`src/hdl/rwrt_pkg.sv`:
```
// ----------------------------------------------------------------------------
// rwrt_pkg
// Types, constants and helpers for the Reno window / RTO tracker.
// ----------------------------------------------------------------------------
package rwrt_pkg;

  localparam int WIN_W          = 16;
  localparam int TIME_W         = 24;
  localparam int THR_W          = 8;
  localparam int ACTION_W       = 3;
  localparam int ERR_GAIN_SHIFT = 3;
  localparam int DEV_GAIN_SHIFT = 2;

  localparam logic [WIN_W-1:0]  WIN_MAX  = {WIN_W{1'b1}};
  localparam logic [TIME_W-1:0] TIME_MAX = {TIME_W{1'b1}};

  localparam int CFG_IDX_W  = 2;
  localparam int CFG_DATA_W = TIME_W;

  localparam logic [CFG_IDX_W-1:0] CFG_REMOTE_WINDOW = 2'd0;
  localparam logic [CFG_IDX_W-1:0] CFG_INITIAL_RTT   = 2'd1;
  localparam logic [CFG_IDX_W-1:0] CFG_MAX_RTO       = 2'd2;
  localparam logic [CFG_IDX_W-1:0] CFG_DUP_THRESHOLD = 2'd3;

  localparam logic [WIN_W-1:0]  RST_REMOTE_WINDOW = 16'd2;
  localparam logic [TIME_W-1:0] RST_INITIAL_RTT   = 24'd1000000;
  localparam logic [TIME_W-1:0] RST_MAX_RTO       = 24'd3000000;
  localparam logic [THR_W-1:0]  RST_DUP_THRESHOLD = 8'd3;

  localparam int FIFO_DEPTH = 4;
  localparam int FIFO_AW    = 2;

  localparam logic [ACTION_W-1:0] ACT_SEND    = 3'd0;
  localparam logic [ACTION_W-1:0] ACT_ACK     = 3'd1;
  localparam logic [ACTION_W-1:0] ACT_LOSS    = 3'd2;
  localparam logic [ACTION_W-1:0] ACT_RETX    = 3'd3;
  localparam logic [ACTION_W-1:0] ACT_TIMEOUT = 3'd4;
  localparam logic [ACTION_W-1:0] ACT_DUP     = 3'd5;

  typedef enum logic [2:0] {
    EV_SEND,
    EV_ACK,
    EV_LOSS,
    EV_RETX,
    EV_TIMEOUT,
    EV_DUP,
    EV_NOP
  } evt_t;

  typedef enum logic [1:0] {
    MODE_START,
    MODE_NORMAL,
    MODE_FAST,
    MODE_TIMEOUT
  } mode_t;

  typedef enum logic [1:0] {
    PH_RUN,
    PH_SRTT,
    PH_DEV,
    PH_RTO
  } phase_t;

  typedef struct packed {
    evt_t              kind;
    logic              sample;
    logic [TIME_W-1:0] rtt;
  } item_t;

  function automatic logic [WIN_W-1:0] win_inc(input logic [WIN_W-1:0] v);
    return (v == WIN_MAX) ? v : v + 1'b1;
  endfunction

  function automatic logic [WIN_W-1:0] win_dec(input logic [WIN_W-1:0] v);
    return (v == '0) ? v : v - 1'b1;
  endfunction

  function automatic logic [TIME_W-1:0] clamp_rto(input logic [TIME_W+2:0] v,
                                                  input logic [TIME_W-1:0] mx);
    return (v > {3'b000, mx}) ? mx : v[TIME_W-1:0];
  endfunction

  function automatic logic [TIME_W-1:0] initial_rto(input logic [TIME_W-1:0] irtt);
    logic [TIME_W-1:0] dev;
    logic [TIME_W+1:0] sum;
    dev = irtt >> DEV_GAIN_SHIFT;
    sum = {2'b00, irtt} + {dev, 2'b00};
    return (sum > {2'b00, TIME_MAX}) ? TIME_MAX : sum[TIME_W-1:0];
  endfunction

  localparam logic [TIME_W-1:0] RST_DEV = RST_INITIAL_RTT >> DEV_GAIN_SHIFT;
  localparam logic [TIME_W-1:0] RST_RTO = initial_rto(RST_INITIAL_RTT);

endpackage

```
`src/hdl/rwrt_event_if.sv`:
```
// ----------------------------------------------------------------------------
// rwrt_event_if / rwrt_result_if
// Valid/ready channels for events in and status results out.
// ----------------------------------------------------------------------------
interface rwrt_event_if import rwrt_pkg::*; ();
  logic                valid;
  logic                ready;
  logic [ACTION_W-1:0] action;
  logic [TIME_W-1:0]   rtt_sample;

  modport source(output valid, action, rtt_sample, input ready);
  modport sink(input valid, action, rtt_sample, output ready);
endinterface

interface rwrt_result_if import rwrt_pkg::*; ();
  logic              valid;
  logic              ready;
  logic [WIN_W-1:0]  usable_window;
  logic [WIN_W-1:0]  packets_in_flight;
  logic [TIME_W-1:0] smoothed_rtt;
  logic [TIME_W-1:0] retransmit_timeout;
  logic [TIME_W-1:0] send_wait;
  logic [1:0]        cc_mode;

  modport source(output valid, usable_window, packets_in_flight, smoothed_rtt,
                 retransmit_timeout, send_wait, cc_mode, input ready);
  modport sink(input valid, usable_window, packets_in_flight, smoothed_rtt,
               retransmit_timeout, send_wait, cc_mode, output ready);
endinterface

```
`src/hdl/rwrt_front.sv`:
```
// ----------------------------------------------------------------------------
// rwrt_front
// Input stage: takes event transfers, decodes the action, flags RTT samples.
// ----------------------------------------------------------------------------
module rwrt_front import rwrt_pkg::*; (
  input  logic  clk,
  input  logic  rst_n,
  rwrt_event_if.sink in_ch,
  output logic  item_valid,
  output item_t item,
  input  logic  item_ready
);

  logic  hold_valid_r, hold_valid_nxt;
  item_t hold_r;
  item_t dec;
  logic  take;

  always_comb begin
    case (in_ch.action)
      ACT_SEND:    dec.kind = EV_SEND;
      ACT_ACK:     dec.kind = EV_ACK;
      ACT_LOSS:    dec.kind = EV_LOSS;
      ACT_RETX:    dec.kind = EV_RETX;
      ACT_TIMEOUT: dec.kind = EV_TIMEOUT;
      ACT_DUP:     dec.kind = EV_DUP;
      default:     dec.kind = EV_NOP;
    endcase
    dec.sample = (in_ch.action == ACT_ACK) && (in_ch.rtt_sample != '0);
    dec.rtt    = in_ch.rtt_sample;
  end

  assign in_ch.ready = !hold_valid_r || item_ready;
  assign take        = in_ch.valid && in_ch.ready;

  always_comb begin
    hold_valid_nxt = hold_valid_r;
    if (take) begin
      hold_valid_nxt = 1'b1;
    end else if (item_ready) begin
      hold_valid_nxt = 1'b0;
    end
  end

  always_ff @(posedge clk) begin
    if (!rst_n) begin
      hold_valid_r <= 1'b0;
    end else begin
      hold_valid_r <= hold_valid_nxt;
    end
  end

  always_ff @(posedge clk) begin
    if (take) begin
      hold_r <= dec;
    end
  end

  assign item_valid = hold_valid_r;
  assign item       = hold_r;

endmodule

```
`src/hdl/rwrt_fifo.sv`:
```
// ----------------------------------------------------------------------------
// rwrt_fifo
// Short event queue between the decode stage and the state update.
// ----------------------------------------------------------------------------
module rwrt_fifo import rwrt_pkg::*; (
  input  logic  clk,
  input  logic  rst_n,
  input  logic  push_valid,
  input  item_t push_item,
  output logic  push_ready,
  output logic  pop_valid,
  output item_t pop_item,
  input  logic  pop_ready
);

  item_t                mem_r [FIFO_DEPTH];
  logic [FIFO_AW-1:0]   wr_ptr_r, wr_ptr_nxt;
  logic [FIFO_AW-1:0]   rd_ptr_r, rd_ptr_nxt;
  logic [FIFO_AW:0]     count_r, count_nxt;
  logic                 push, pop;

  assign push_ready = (count_r != FIFO_DEPTH[FIFO_AW:0]);
  assign pop_valid  = (count_r != '0);
  assign pop_item   = mem_r[rd_ptr_r];
  assign push       = push_valid && push_ready;
  assign pop        = pop_valid && pop_ready;

  always_comb begin
    wr_ptr_nxt = push ? wr_ptr_r + 1'b1 : wr_ptr_r;
    rd_ptr_nxt = pop ? rd_ptr_r + 1'b1 : rd_ptr_r;
    count_nxt  = count_r;
    if (push && !pop) begin
      count_nxt = count_r + 1'b1;
    end else if (pop && !push) begin
      count_nxt = count_r - 1'b1;
    end
  end

  always_ff @(posedge clk) begin
    if (!rst_n) begin
      wr_ptr_r <= '0;
      rd_ptr_r <= '0;
      count_r  <= '0;
    end else begin
      wr_ptr_r <= wr_ptr_nxt;
      rd_ptr_r <= rd_ptr_nxt;
      count_r  <= count_nxt;
    end
  end

  always_ff @(posedge clk) begin
    if (push) begin
      mem_r[wr_ptr_r] <= push_item;
    end
  end

endmodule

```
`src/hdl/rwrt_back.sv`:
```
// ----------------------------------------------------------------------------
// rwrt_back
// Sender state update: in-flight count, Reno window modes, RTT/RTO estimator,
// configuration registers and the registered result stage.
// ----------------------------------------------------------------------------
module rwrt_back import rwrt_pkg::*; (
  input  logic                  clk,
  input  logic                  rst_n,
  input  logic                  item_valid,
  input  item_t                 item,
  output logic                  item_ready,
  input  logic                  cfg_we,
  input  logic [CFG_IDX_W-1:0]  cfg_index,
  input  logic [CFG_DATA_W-1:0] cfg_data,
  rwrt_result_if.source         out_ch
);

  logic [WIN_W-1:0]  remote_r, remote_nxt;
  logic [TIME_W-1:0] init_rtt_r, init_rtt_nxt;
  logic [TIME_W-1:0] max_rto_r, max_rto_nxt;
  logic [THR_W-1:0]  dup_thr_r, dup_thr_nxt;

  logic [TIME_W-1:0] srtt_r, srtt_nxt;
  logic [TIME_W-1:0] dev_r, dev_nxt;
  logic [TIME_W-1:0] rto_r, rto_nxt;
  logic [WIN_W-1:0]  inflight_r, inflight_nxt;
  logic [WIN_W-1:0]  cwnd_r, cwnd_nxt;
  logic [WIN_W-1:0]  win_r, win_nxt;
  logic [WIN_W-1:0]  ssthr_r, ssthr_nxt;
  mode_t             mode_r, mode_nxt;
  logic [WIN_W-1:0]  dup_r, dup_nxt;
  logic [WIN_W-1:0]  ackc_r, ackc_nxt;
  phase_t            phase_r, phase_nxt;

  logic signed [TIME_W:0] err_r, err_nxt;
  logic [TIME_W-1:0]      mag_r, mag_nxt;
  logic signed [TIME_W:0] dv_r, dv_nxt;

  logic                   out_valid_r, out_valid_nxt;
  logic [WIN_W-1:0]       o_win_r, o_inflight_r;
  logic [TIME_W-1:0]      o_srtt_r, o_rto_r, o_wait_r;
  mode_t                  o_mode_r;

  logic                   out_free, take, is_sample, emit, refresh;
  logic [WIN_W-1:0]       rw_eff, ackc_inc, dup_inc, half_win;
  logic [WIN_W:0]         retx_cw;
  logic signed [TIME_W:0] srtt_upd, dev_upd, err_new;
  logic [TIME_W+2:0]      rto_sum;
  logic [TIME_W-1:0]      wait_nxt;

  assign out_free   = !out_valid_r || out_ch.ready;
  assign item_ready = (phase_r == PH_RUN) && out_free;
  assign take       = item_valid && item_ready;
  assign is_sample  = (item.kind == EV_ACK) && item.sample;
  assign emit       = (take && !is_sample) || ((phase_r == PH_RTO) && out_free);

  assign rw_eff   = (remote_r == '0) ? {{(WIN_W-1){1'b0}}, 1'b1} : remote_r;
  assign ackc_inc = win_inc(ackc_r);
  assign dup_inc  = win_inc(dup_r);
  assign half_win = win_r >> 1;
  assign retx_cw  = {1'b0, ((half_win < 2) ? WIN_W'(2) : half_win)} + (WIN_W+1)'(3);
  assign err_new  = $signed({1'b0, item.rtt}) - $signed({1'b0, srtt_r});
  assign srtt_upd = $signed({1'b0, srtt_r}) + (err_r >>> ERR_GAIN_SHIFT);
  assign dev_upd  = $signed({1'b0, dev_r}) + (dv_r >>> DEV_GAIN_SHIFT);
  assign rto_sum  = {3'b000, srtt_r} + {1'b0, dev_r, 2'b00};

  // sequencer for RTT samples
  always_comb begin
    phase_nxt = phase_r;
    case (phase_r)
      PH_RUN: begin
        if (take && is_sample) begin
          phase_nxt = (srtt_r == '0) ? PH_RTO : PH_SRTT;
        end
      end
      PH_SRTT: phase_nxt = PH_DEV;
      PH_DEV:  phase_nxt = PH_RTO;
      PH_RTO: begin
        if (out_free) begin
          phase_nxt = PH_RUN;
        end
      end
      default: phase_nxt = PH_RUN;
    endcase
  end

  // state update
  always_comb begin
    remote_nxt   = remote_r;
    init_rtt_nxt = init_rtt_r;
    max_rto_nxt  = max_rto_r;
    dup_thr_nxt  = dup_thr_r;
    srtt_nxt     = srtt_r;
    dev_nxt      = dev_r;
    rto_nxt      = rto_r;
    inflight_nxt = inflight_r;
    cwnd_nxt     = cwnd_r;
    ssthr_nxt    = ssthr_r;
    mode_nxt     = mode_r;
    dup_nxt      = dup_r;
    ackc_nxt     = ackc_r;
    err_nxt      = err_r;
    mag_nxt      = mag_r;
    dv_nxt       = dv_r;
    refresh      = 1'b0;

    case (phase_r)
      PH_RUN: begin
        if (take) begin
          case (item.kind)
            EV_SEND: inflight_nxt = win_inc(inflight_r);
            EV_LOSS: inflight_nxt = win_dec(inflight_r);
            EV_ACK: begin
              inflight_nxt = win_dec(inflight_r);
              dup_nxt      = '0;
              ackc_nxt     = ackc_inc;
              refresh      = 1'b1;
              case (mode_r)
                MODE_START, MODE_TIMEOUT: begin
                  cwnd_nxt = win_inc(cwnd_r);
                  if (cwnd_nxt == ssthr_r) begin
                    mode_nxt = MODE_NORMAL;
                  end
                end
                MODE_FAST: begin
                  mode_nxt = MODE_NORMAL;
                  cwnd_nxt = ssthr_r;
                end
                default: begin
                  if (ackc_inc >= cwnd_r) begin
                    ackc_nxt = '0;
                    cwnd_nxt = win_inc(cwnd_r);
                  end
                end
              endcase
              if (item.sample) begin
                if (srtt_r == '0) begin
                  srtt_nxt = item.rtt;
                  dev_nxt  = item.rtt >> 1;
                end else begin
                  err_nxt = err_new;
                  mag_nxt = err_new[TIME_W] ? TIME_W'(-err_new) : err_new[TIME_W-1:0];
                end
              end
            end
            EV_RETX: begin
              ssthr_nxt = retx_cw[WIN_W-1:0] - WIN_W'(3);
              ackc_nxt  = '0;
              refresh   = 1'b1;
              if (mode_r != MODE_TIMEOUT && mode_r != MODE_FAST) begin
                mode_nxt = MODE_FAST;
                cwnd_nxt = retx_cw[WIN_W] ? WIN_MAX : retx_cw[WIN_W-1:0];
              end
            end
            EV_TIMEOUT: begin
              rto_nxt  = clamp_rto({2'b00, rto_r, 1'b0}, max_rto_r);
              mode_nxt = MODE_TIMEOUT;
              cwnd_nxt = {{(WIN_W-1){1'b0}}, 1'b1};
              refresh  = 1'b1;
            end
            EV_DUP: begin
              dup_nxt = dup_inc;
              if (dup_inc > {{(WIN_W-THR_W){1'b0}}, dup_thr_r} && mode_r == MODE_FAST) begin
                cwnd_nxt = win_inc(cwnd_r);
                refresh  = 1'b1;
              end
            end
            default: ;
          endcase
        end
      end
      PH_SRTT: begin
        srtt_nxt = srtt_upd[TIME_W-1:0];
        dv_nxt   = $signed({1'b0, mag_r}) - $signed({1'b0, dev_r});
      end
      PH_DEV: dev_nxt = dev_upd[TIME_W-1:0];
      PH_RTO: rto_nxt = clamp_rto(rto_sum, max_rto_r);
      default: ;
    endcase

    if (cfg_we) begin
      case (cfg_index)
        CFG_REMOTE_WINDOW: remote_nxt = cfg_data[WIN_W-1:0];
        CFG_INITIAL_RTT: begin
          init_rtt_nxt = cfg_data[TIME_W-1:0];
          if (srtt_r == '0) begin
            dev_nxt = cfg_data[TIME_W-1:0] >> DEV_GAIN_SHIFT;
            rto_nxt = initial_rto(cfg_data[TIME_W-1:0]);
          end
        end
        CFG_MAX_RTO:       max_rto_nxt = cfg_data[TIME_W-1:0];
        CFG_DUP_THRESHOLD: dup_thr_nxt = cfg_data[THR_W-1:0];
        default: ;
      endcase
    end
  end

  assign win_nxt  = refresh ? ((cwnd_nxt > rw_eff) ? rw_eff : cwnd_nxt) : win_r;
  assign wait_nxt = (inflight_nxt < win_nxt) ? '0 : ((srtt_nxt != '0) ? srtt_nxt : rto_nxt);

  always_comb begin
    out_valid_nxt = out_valid_r;
    if (emit) begin
      out_valid_nxt = 1'b1;
    end else if (out_ch.ready) begin
      out_valid_nxt = 1'b0;
    end
  end

  always_ff @(posedge clk) begin
    if (!rst_n) begin
      remote_r    <= RST_REMOTE_WINDOW;
      init_rtt_r  <= RST_INITIAL_RTT;
      max_rto_r   <= RST_MAX_RTO;
      dup_thr_r   <= RST_DUP_THRESHOLD;
      srtt_r      <= '0;
      dev_r       <= RST_DEV;
      rto_r       <= RST_RTO;
      inflight_r  <= '0;
      cwnd_r      <= {{(WIN_W-1){1'b0}}, 1'b1};
      win_r       <= {{(WIN_W-1){1'b0}}, 1'b1};
      ssthr_r     <= '0;
      mode_r      <= MODE_START;
      dup_r       <= '0;
      ackc_r      <= '0;
      phase_r     <= PH_RUN;
      out_valid_r <= 1'b0;
    end else begin
      remote_r    <= remote_nxt;
      init_rtt_r  <= init_rtt_nxt;
      max_rto_r   <= max_rto_nxt;
      dup_thr_r   <= dup_thr_nxt;
      srtt_r      <= srtt_nxt;
      dev_r       <= dev_nxt;
      rto_r       <= rto_nxt;
      inflight_r  <= inflight_nxt;
      cwnd_r      <= cwnd_nxt;
      win_r       <= win_nxt;
      ssthr_r     <= ssthr_nxt;
      mode_r      <= mode_nxt;
      dup_r       <= dup_nxt;
      ackc_r      <= ackc_nxt;
      phase_r     <= phase_nxt;
      out_valid_r <= out_valid_nxt;
    end
  end

  always_ff @(posedge clk) begin
    err_r <= err_nxt;
    mag_r <= mag_nxt;
    dv_r  <= dv_nxt;
    if (emit) begin
      o_win_r      <= win_nxt;
      o_inflight_r <= inflight_nxt;
      o_srtt_r     <= srtt_nxt;
      o_rto_r      <= rto_nxt;
      o_wait_r     <= wait_nxt;
      o_mode_r     <= mode_nxt;
    end
  end

  // init_rtt_r is held for the register map only
  assign out_ch.valid              = out_valid_r;
  assign out_ch.usable_window      = o_win_r;
  assign out_ch.packets_in_flight  = o_inflight_r;
  assign out_ch.smoothed_rtt       = o_srtt_r;
  assign out_ch.retransmit_timeout = o_rto_r;
  assign out_ch.send_wait          = o_wait_r;
  assign out_ch.cc_mode            = o_mode_r;

endmodule

```
`src/hdl/reno_window_and_rto_tracker.sv`:
```
// ----------------------------------------------------------------------------
// reno_window_and_rto_tracker
// Per-path TCP Reno sender state with a smoothed RTT / RTO estimator.
// ----------------------------------------------------------------------------
// Every event transfer yields exactly one status transfer, in order. Events
// pass an input register and a four-entry queue before the state update, so
// the input side keeps taking transfers while the result side stalls, until
// the queue and the input register are full. Most events are handled in the
// run state alone; an ack with an RTT sample steps on through the SRTT,
// deviation and RTO add-and-clamp states in turn (the very first sample goes
// straight to the RTO state), and no new event is taken until the run state is
// back. Configuration writes take effect at once and are meant for idle periods; no clearing pass follows reset.
module reno_window_and_rto_tracker import rwrt_pkg::*; (
  input  logic                  clk,
  input  logic                  rst_n,
  rwrt_event_if.sink            in_ch,
  rwrt_result_if.source         out_ch,
  input  logic                  cfg_we,
  input  logic [CFG_IDX_W-1:0]  cfg_index,
  input  logic [CFG_DATA_W-1:0] cfg_data
);

  logic  fr_valid, fr_ready;
  item_t fr_item;
  logic  q_valid, q_ready;
  item_t q_item;

  rwrt_front u_front (
    .clk        (clk),
    .rst_n      (rst_n),
    .in_ch      (in_ch),
    .item_valid (fr_valid),
    .item       (fr_item),
    .item_ready (fr_ready)
  );

  rwrt_fifo u_fifo (
    .clk        (clk),
    .rst_n      (rst_n),
    .push_valid (fr_valid),
    .push_item  (fr_item),
    .push_ready (fr_ready),
    .pop_valid  (q_valid),
    .pop_item   (q_item),
    .pop_ready  (q_ready)
  );

  rwrt_back u_back (
    .clk        (clk),
    .rst_n      (rst_n),
    .item_valid (q_valid),
    .item       (q_item),
    .item_ready (q_ready),
    .cfg_we     (cfg_we),
    .cfg_index  (cfg_index),
    .cfg_data   (cfg_data),
    .out_ch     (out_ch)
  );

endmodule

```
`src/flat_wrapper.sv`:
```
// flat-port wrapper written by rule: the top's interface ports become plain ports
module reno_window_and_rto_tracker_flat import rwrt_pkg::*;
  (clk, rst_n, cfg_we, cfg_index, cfg_data, in_ch_valid, in_ch_action, in_ch_rtt_sample, in_ch_ready, out_ch_valid, out_ch_usable_window, out_ch_packets_in_flight, out_ch_smoothed_rtt, out_ch_retransmit_timeout, out_ch_send_wait, out_ch_cc_mode, out_ch_ready);
  rwrt_event_if in_ch_i ();
  rwrt_result_if out_ch_i ();
  input  logic clk;
  input  logic rst_n;
  input  logic cfg_we;
  input  logic [CFG_IDX_W-1:0] cfg_index;
  input  logic [CFG_DATA_W-1:0] cfg_data;
  input wire logic [$bits(in_ch_i.valid)-1:0] in_ch_valid;
  input wire logic [$bits(in_ch_i.action)-1:0] in_ch_action;
  input wire logic [$bits(in_ch_i.rtt_sample)-1:0] in_ch_rtt_sample;
  output wire logic [$bits(in_ch_i.ready)-1:0] in_ch_ready;
  output wire logic [$bits(out_ch_i.valid)-1:0] out_ch_valid;
  output wire logic [$bits(out_ch_i.usable_window)-1:0] out_ch_usable_window;
  output wire logic [$bits(out_ch_i.packets_in_flight)-1:0] out_ch_packets_in_flight;
  output wire logic [$bits(out_ch_i.smoothed_rtt)-1:0] out_ch_smoothed_rtt;
  output wire logic [$bits(out_ch_i.retransmit_timeout)-1:0] out_ch_retransmit_timeout;
  output wire logic [$bits(out_ch_i.send_wait)-1:0] out_ch_send_wait;
  output wire logic [$bits(out_ch_i.cc_mode)-1:0] out_ch_cc_mode;
  input wire logic [$bits(out_ch_i.ready)-1:0] out_ch_ready;
  assign in_ch_i.valid = in_ch_valid;
  assign in_ch_i.action = in_ch_action;
  assign in_ch_i.rtt_sample = in_ch_rtt_sample;
  assign in_ch_ready = in_ch_i.ready;
  assign out_ch_valid = out_ch_i.valid;
  assign out_ch_usable_window = out_ch_i.usable_window;
  assign out_ch_packets_in_flight = out_ch_i.packets_in_flight;
  assign out_ch_smoothed_rtt = out_ch_i.smoothed_rtt;
  assign out_ch_retransmit_timeout = out_ch_i.retransmit_timeout;
  assign out_ch_send_wait = out_ch_i.send_wait;
  assign out_ch_cc_mode = out_ch_i.cc_mode;
  assign out_ch_i.ready = out_ch_ready;
  reno_window_and_rto_tracker u_core (.clk(clk), .rst_n(rst_n), .in_ch(in_ch_i), .out_ch(out_ch_i), .cfg_we(cfg_we), .cfg_index(cfg_index), .cfg_data(cfg_data));
endmodule
```
`config.mk`:
```
export PLATFORM = sky130hd
export DESIGN_NAME = reno_window_and_rto_tracker_flat
export DESIGN_NICKNAME = d
export VERILOG_FILES = /design/src/hdl/rwrt_pkg.sv /design/src/hdl/rwrt_event_if.sv /design/src/hdl/rwrt_front.sv /design/src/hdl/rwrt_fifo.sv /design/src/hdl/rwrt_back.sv /design/src/hdl/reno_window_and_rto_tracker.sv /design/src/flat_wrapper.sv
export SDC_FILE = /design/constraint.sdc
export NUM_CORES = 2
export LEC_CHECK = 0
export ABC_AREA = 0
export BUFFER_PORTS_ARGS = -buffer_cell sky130_fd_sc_hd__buf_2
export CAP_MARGIN = 20
export CORE_ASPECT_RATIO = 1.4
export CORE_MARGIN = 4
export CORE_UTILIZATION = 44
export DETAILED_ROUTE_END_ITERATION = 16
export SETUP_SLACK_MARGIN = 0.05
export SLEW_MARGIN = 20
export SYNTH_ARGS = -nofsm -noshare
export SYNTH_HDL_FRONTEND = slang
export SYNTH_SLANG_ARGS = --single-unit
export TNS_END_PERCENT = 100
```
`constraint.sdc`:
```
create_clock -name clk -period 8.65 [get_ports clk]
set_input_delay 0.865 -clock clk [delete_from_list [all_inputs] [get_ports clk]]
set_output_delay 0.865 -clock clk [all_outputs]
set_load 0.01 [all_outputs]
```
After elaboration in Yosys (flattened, before gate mapping)
Memories as Yosys holds them, arrays and structs flattened. A register that Yosys moved wholly into a read port is not among the register bits. Cells that the tools add are included.

Add/subtract/negate cells: 18. $lt $le $gt $ge: 8. Eq/ne operators: 28. Multiplexer cells: 73. Bitwise logic cells: 1. Reduce and logical (&&, ||, !) cells: 49.

Operators by type and width (number): $mux W24 (21); $mux W16 (18); $pmux W24 S2 (3); $pmux W16 S2 (4); $add A16 B1 Y16 const B (4); $eq A16 B16 Y1 const B (4); $pmux W16 S4 (1); $sub A24 B24 Y25 (2); $reduce_bool A24 Y1 (2); $logic_not A16 Y1 (2); $add A24 B26 Y27 (1); $gt A27 B24 Y1 (1); $add A24 B24 Y25 (1); $gt A25 B24 Y1 (1); $gt A25 B24 Y1 const B (1); $add A24 B22 Y24 (1); $add A24 B23 Y24 (1); $logic_not A24 Y1 (1); $neg A24 Y24 (1); $mux W2 (9); $pmux W3 S6 (1); $add A15 B2 Y16 const B (1); $eq A16 B16 Y1 (1); $ge A16 B16 Y1 (1); 37 further kinds (94).

Flip-flop bits (word level): 437. Bits in writable memories: 112. Bits of input ports: 58. Output and inout bits: 108. Logic and storage cells: 209. Memories: 1.

Memory list: u_core.u_fifo.mem_r (words 4, width 28, read ports 1, clocked after Yosys merged registers in 1, write ports 1, RTL line rwrt_fifo.sv:16) `item_t mem_r [FIFO_DEPTH];`.

Depth between registers and ports, before layout
Word-level depth: 12. Depth in mapped cells: 39. Gate-level depth less buffers: 34.

Cells and area by module
A second synthesis with hierarchy kept.

Cell total of the unflattened synthesis: 3545. Area total of the unflattened synthesis: 33224.4 µm².

By module, submodules not included: rwrt_back (instances 1, cells an instance 3305, area each 27679.0 µm², sequential area each 9679.3 µm²); rwrt_fifo (instances 1, cells an instance 194, area each 4585.6 µm², sequential area each 3543.4 µm²); rwrt_front (instances 1, cells an instance 46, area each 959.7 µm², sequential area each 860.8 µm²).

Worst setup path after synthesis
OpenSTA, ideal clock, no wires.

Kind: input port to flip-flop. Start point: input port out_ch_ready. End point: register u_core.u_back.o_mode_r[0] (netlist: u_core.u_back.out_ch.cc_mode[0]), enable pin. Arrival: 8.423 ns. Data required time: 7.930 ns. Slack: -0.493 ns. Stages on the path: 2. Cells stage by stage: nor2b_1 -> o21ai_0.

Word-level cells in the longest chain between the ends: 5. Elaborated cells between the ends (all ways): 6. Those cells by class: reduce/logical: 6.

RTL lines: start: declaration (RTL line flat_wrapper.sv:22) `input wire logic [$bits(out_ch_i.ready)-1:0] out_ch_ready;`; $logic_or A1 B1 Y1 * (RTL line rwrt_back.sv:51) `assign out_free = !out_valid_r || out_ch.ready;`; $logic_and A1 B1 Y1 (RTL line rwrt_back.sv:52) `assign item_ready = (phase_r == PH_RUN) && out_free;`; $logic_and A1 B1 Y1 (RTL line rwrt_back.sv:53) `assign take = item_valid && item_ready;`; $logic_and A1 B1 Y1 (RTL line rwrt_back.sv:55) `assign emit = (take && !is_sample) || ((phase_r == PH_RTO) && out_free);`; $logic_or A1 B1 Y1 * (RTL line rwrt_back.sv:55); named net u_core.u_back.emit (RTL line rwrt_back.sv:44) `logic out_free, take, is_sample, emit, refresh;`; end signal: assignment (RTL line rwrt_back.sv:258) `o_mode_r <= mode_nxt;`; end: declaration (RTL line rwrt_back.sv:42) `mode_t o_mode_r;`.

Mark *: on every way through the listed nets, which the timed path passes. The rest lies on a longest branch. A chain may end at the register's enable or synchronous reset.

Worst setup path in the final report
Start point: register u_core.u_back.dup_r[0]. End point: register u_core.u_back.o_wait_r[11] (netlist: u_core.u_back.out_ch.send_wait[11]) (data pin).

Word-level cells in the longest chain between the ends: 12. Elaborated cells between the ends (all ways): 17. Those cells by class: add/sub: 1; order compare: 3; eq/ne: 1; mux: 11; reduce/logical: 1.

RTL lines: start: declaration (RTL line rwrt_back.sv:31) `logic [WIN_W-1:0] dup_r, dup_nxt;`; start signal: assignment (RTL line rwrt_back.sv:241) `dup_r <= dup_nxt;`; $add A16 B1 Y16 / $eq A16 B16 Y1 (equally long branches) (RTL line rwrt_pkg.sv:71) `return (v == WIN_MAX) ? v : v + 1'b1;`; $mux W16 * (RTL line rwrt_pkg.sv:71); $gt A16 B8 Y1 * (RTL line rwrt_back.sv:163) `if (dup_inc > {{(WIN_W-THR_W){1'b0}}, dup_thr_r} && mode_r == MODE_FAST) begin`; $logic_and A1 B1 Y1 * (RTL line rwrt_back.sv:163); $mux W16 * (RTL line rwrt_back.sv:163); $pmux W16 S4 * (RTL line rwrt_back.sv:110) `case (item.kind)`; $mux W16 * (RTL line rwrt_back.sv:109) `if (take) begin`; $mux W16 * (RTL line rwrt_back.sv:107) `case (phase_r)`; named net u_core.u_back.cwnd_nxt[9] (RTL line rwrt_back.sv:27) `logic [WIN_W-1:0] cwnd_r, cwnd_nxt;`; $gt A16 B16 Y1 (RTL line rwrt_back.sv:198) `assign win_nxt = refresh ? ((cwnd_nxt > rw_eff) ? rw_eff : cwnd_nxt) : win_r;`; $mux W16 * (2 in a row) (RTL line rwrt_back.sv:198); $lt A16 B16 Y1 * (RTL line rwrt_back.sv:199) `assign wait_nxt = (inflight_nxt < win_nxt) ? '0 : ((srtt_nxt != '0) ? srtt_nxt : rto_nxt);`; end signal: assignment (RTL line rwrt_back.sv:257) `o_wait_r <= wait_nxt;`; end: declaration (RTL line rwrt_back.sv:41) `logic [TIME_W-1:0] o_srtt_r, o_rto_r, o_wait_r;`.

Marked as above.

==> summary.md <==
| Metric | Value |
|---|---|
| Status | completed |
| Critical path required time | 8980 ps |
| Worst setup EP type | flip-flop |
| Worst-margin pin slew | 1170 ps |
| Diode count | 0 |
| Post-synth cell types | 93 |
| I/O pin total | ~170 |
| Ranking of synthesized cells by area | edfxtp_1 28%, dfxtp_1 14%, ha_1 8.9% |
| Synth warn | 0 |
| RSZ-0062 raised after global routing | no |
| Max Cap Viol | 0 |
| Starting DRT DRC Count | 2253 |
| Die H | 334 um |
| Worst r2r path cells | 34 |
| Slew HR | 0.216 |
| Ys async rst share | 0 |
| Worst Hold Path Cells | 1 |
| Critical-path maximum fanout | 24 |
| FF+latch area | 14100 um2 |
| Most used flip-flop cell after synthesis | edfxtp_1 |
| Worst flop-to-flop path startpoint | u_core.u_back.dup_r[0]$_SDFFE_PN0P_ |
| P_leak | 14.5 nW |
| Antenna Nets Post-Route | 0 |
| Yosys top cell area share | 0.284 |
| Cts hold-fix bufs | 0 |
| Die area | around 80000 um2 |
| Cell area after synthesis | 33300 um2 |
| Post-Route WL | 117000 um |
| DRC Markers | 0 |
| Hold slack | just over 400 ps |
| Worst hold endpoint | u_core.u_front.item[16]$_DFFE_PP_ |
| Core Box Area | 75200 um2 |
| Crit start category | flip-flop |
| Postcts setup bufs | 0 |
| PwrDens | just over 400 nW/um2 |
| First-pass GRT wire length | 172000 um |
| Share of layout cells above drive strength 1 | 0.107 |
| CTS Buf Count | 56 |
| Clk slew on worst S/H paths | 60 ps |
| Pre-antenna DRT Iters | 6 |
| Post-route setup TNS | 0 ps |
| Initial Utilization | 0.443 |
| Post-synth EDFFs | ~320 |
| Commonest cells after routing, fill and taps aside | 335 x nand2_1, 315 x edfxtp_1, 308 x a21oi_1 |
| Fmax achieved | 0.127 GHz |
| CTS H-Tree Depth | 2 |
| Synth Net Count | 3860 |
| Root Buffer | clkbuf_16 |
| Gr usage total | 0.282 |
| Endpoints failing setup | 0 |
| Path category of the worst min-delay check | in -> reg |
| Buf/Inv on CP | 3 |
| Clock tree buffer depth | 3 |
| Worst hold start | in_ch_rtt_sample[16] |
| Reg-to-reg slack, setup | between 700 and 800 ps |
| CP top delay family | compound AO/OA/AOI/OAI gates |
| Max IR drop VDD | 0.329 mV |
| CTS tree | yes |
| Worst skew pair latency | 650 ps |
| Synth Instances | 3559 |
| Reg-to-Reg End | u_core.u_back.out_ch.send_wait[11]$_SDFFCE_PN0P_ |
| Clk sinks | 546 |
| Final Wtd Congestion | 1.01 |
| Number of global-route vias before repair | approximately 27000 |
| Max Slew Vio Count | 0 |
| Yosys reg bits | about 550 |
| Slowest stage delay, CP | 410 ps |
| Via/cell ratio | 6.05 |
| Leading cell type in the layout, fill and taps excluded | nand2_1 |
| Port bufs | 165 |
| Final Hold Viols | 0 |
| Die Wd | 241 um |
| Final worst-path cycle share | 0.910 |
| Area of the multi-input gates | 18100 um2 |
| Gates resized, CTS repair | 0 |
| Largest net degree at the start of global routing | between 60 and 70 |
| Synth area leader | edfxtp_1 |
| Total congestion overflow | 0 |
| Post-DP HPWL | 88900 um |
| Fraction of the yosys area taken by sequential cells | 0.422 |
| WS Path Type | reg -> reg |
| Layout Skew | 40.4 ps |
| Syn Area/Cell | 9.37 um2 |
| Initial antenna violation count | 1 |
| Row cnt | 119 |
| Slowest CP cell | dfxtp_1 |
| Minimum clock period after layout | roughly 7900 ps |
| Area Overhead vs Synth | 11.6% |
| Avg WL per Cell | 24.9 um |
| Fillers | about 7100 |
| Critical Path AT | 8210 ps |
| Via count | 28400 |
| Nets | ~4000 |
## area by class of cell
class                   instances  area share
multi-input cells            2669       0.485
flip-flops and latches        546       0.379
clock buffers                  73      0.0414
well taps                     968      0.0326
repair buffers                214      0.0322
inverters                     192      0.0194
clock inverters                32      0.0106
## Yosys cell counts, types with 14 or more instances
| cell type | number |
|---|---|
| o21a_1 | 44 |
| nand3_1 | 99 |
| nand2b_1 | 29 |
| o22ai_1 | 14 |
| nor2b_1 | 31 |
| a211oi_1 | 49 |
| mux2i_1 | 43 |
| mux4_2 | 27 |
| ha_1 | 238 |
| a22oi_1 | 34 |
| edfxtp_1 | 315 |
| xnor2_1 | 126 |
| o21ai_1 | 31 |
| a21o_1 | 67 |
| nand4_1 | 51 |
| nor3_1 | 73 |
| a21oi_1 | 310 |
| dfxtp_1 | 231 |
| mux2_2 | 17 |
| nand2_1 | 337 |
| xor2_1 | 71 |
| or3_1 | 43 |
| a221oi_1 | 20 |
| o31ai_1 | 17 |
| nor4_1 | 33 |
| clkbuf_1 | 134 |
| and3_1 | 43 |
| o211ai_1 | 46 |
| and2_1 | 63 |
| o21ai_0 | 162 |
| nor2_1 | 291 |
| a31oi_1 | 36 |
| and4_1 | 15 |
| inv_1 | 187 |
## stage by stage
stage / area [um2] / instances / power, W / utilization / setup slack (ps)
2_1_floorplan: 33300 / 3559 / 0.00952 / - / 1170
6_report: 37200 / 4694 / 0.0150 / 0.495 / 777
5_1_grt: 37200 / 4694 / 0.0158 / 0.495 / 202
4_1_cts: 37200 / 4694 / 0.0149 / 0.495 / 493
3_5_place_dp: 35300 / 4589 / 0.0123 / 0.469 / 540
3_3_place_gp: 35300 / 4589 / 0.0123 / 0.469 / 673
## kinds of logic (layout without fill, tap and decap cells)
| kind of cell | after synthesis | in the layout | synth area share |
|---|---|---|---|
| AND/OR/NAND/NOR | 1166 | 1166 | 0.169 |
| AO/OA/AOI/OAI | 976 | 976 | 0.188 |
| flip-flops | 546 | 546 | 0.422 |
| buffers and inverters | 344 | 511 | 0.0395 |
| adder cells (fa/ha/maj) | 243 | 243 | 0.0923 |
| XOR/XNOR | 197 | 197 | 0.0517 |
| multiplexers | 87 | 87 | 0.0369 |
## metal layers
metal  vias to the layer above  GRT usage  wire length [um]
met5                         -          0                 0
met4                         0      0.186              9380
met3                       320     0.0346              6540
met2                      1079      0.487             57200
met1                     13600      0.328             43500
li1                      13400          -                 -
## how the worst max path moves through the flow
stage | from | to | slack, ps | cells past startpoint
after floorplan | u_core.u_back.ackc_r[0]$_SDFFE_PN0P_ | u_core.u_back.out_ch.send_wait[11]$_SDFFCE_PN0P_ | 1170 | 39
after global placement | u_core.u_back.ackc_r[0]$_SDFFE_PN0P_ | u_core.u_back.out_ch.send_wait[11]$_SDFFCE_PN0P_ | 670 | 33
after detailed placement | u_core.u_back.ackc_r[0]$_SDFFE_PN0P_ | u_core.u_back.out_ch.send_wait[20]$_SDFFCE_PN0P_ | 540 | 32
after CTS | u_core.u_back.ackc_r[0]$_SDFFE_PN0P_ | u_core.u_back.out_ch.send_wait[11]$_SDFFCE_PN0P_ | 490 | 32
after global routing | u_core.u_back.ackc_r[0]$_SDFFE_PN0P_ | u_core.u_back.out_ch.send_wait[11]$_SDFFCE_PN0P_ | 200 | 33
final | u_core.u_back.dup_r[0]$_SDFFE_PN0P_ | u_core.u_back.out_ch.send_wait[11]$_SDFFCE_PN0P_ | 780 | 34
## flip-flops by register name (all words and copies together), names as in the netlist, 3 cells and up, named ones only
name,flops
u_core.u_back.win_r,16
u_core.u_front.item,28
u_core.u_back.max_rto_r,24
u_core.u_back.inflight_r,16
u_core.u_back.dv_r,23
u_core.u_back.err_r,22
u_core.u_back.dup_thr_r,8
u_core.u_back.dev_r,24
u_core.u_back.remote_r,16
u_core.u_back.out_ch.smoothed_rtt,24
u_core.u_back.cwnd_r,16
u_core.u_back.ssthr_r,16
u_core.u_fifo.count_r,3
u_core.u_back.out_ch.usable_window,16
u_core.u_back.out_ch.retransmit_timeout,24
u_core.u_back.srtt_r,24
u_core.u_back.out_ch.packets_in_flight,16
u_core.u_back.ackc_r,16
u_core.u_back.out_ch.send_wait,24
u_core.u_fifo.mem_r,112
u_core.u_back.rto_r,24
u_core.u_back.dup_r,16
u_core.u_back.mag_r,24
## worst register-to-register path: cells and delay by family, from the launching register on
family                     cells  cell delay, ps
and+or+nand+nor                9            1660
adders and majority gates      4            1160
muxes                          1             150
xor gates and xnor gates       1             160
AOI/OAI and AO/OA             16            3300
DFF                            1             410
buffers and inverters          3             760
## power breakdown
| part | total [W] | internal, W | switching, W |
|---|---|---|---|
| registers | 0.00422 | 0.00370 | 0.000517 |
| clock network | 0.00256 | 0.00145 | 0.00110 |
| logic | 0.00820 | 0.00281 | 0.00539 |
Power figures use the tool's default switching activity.
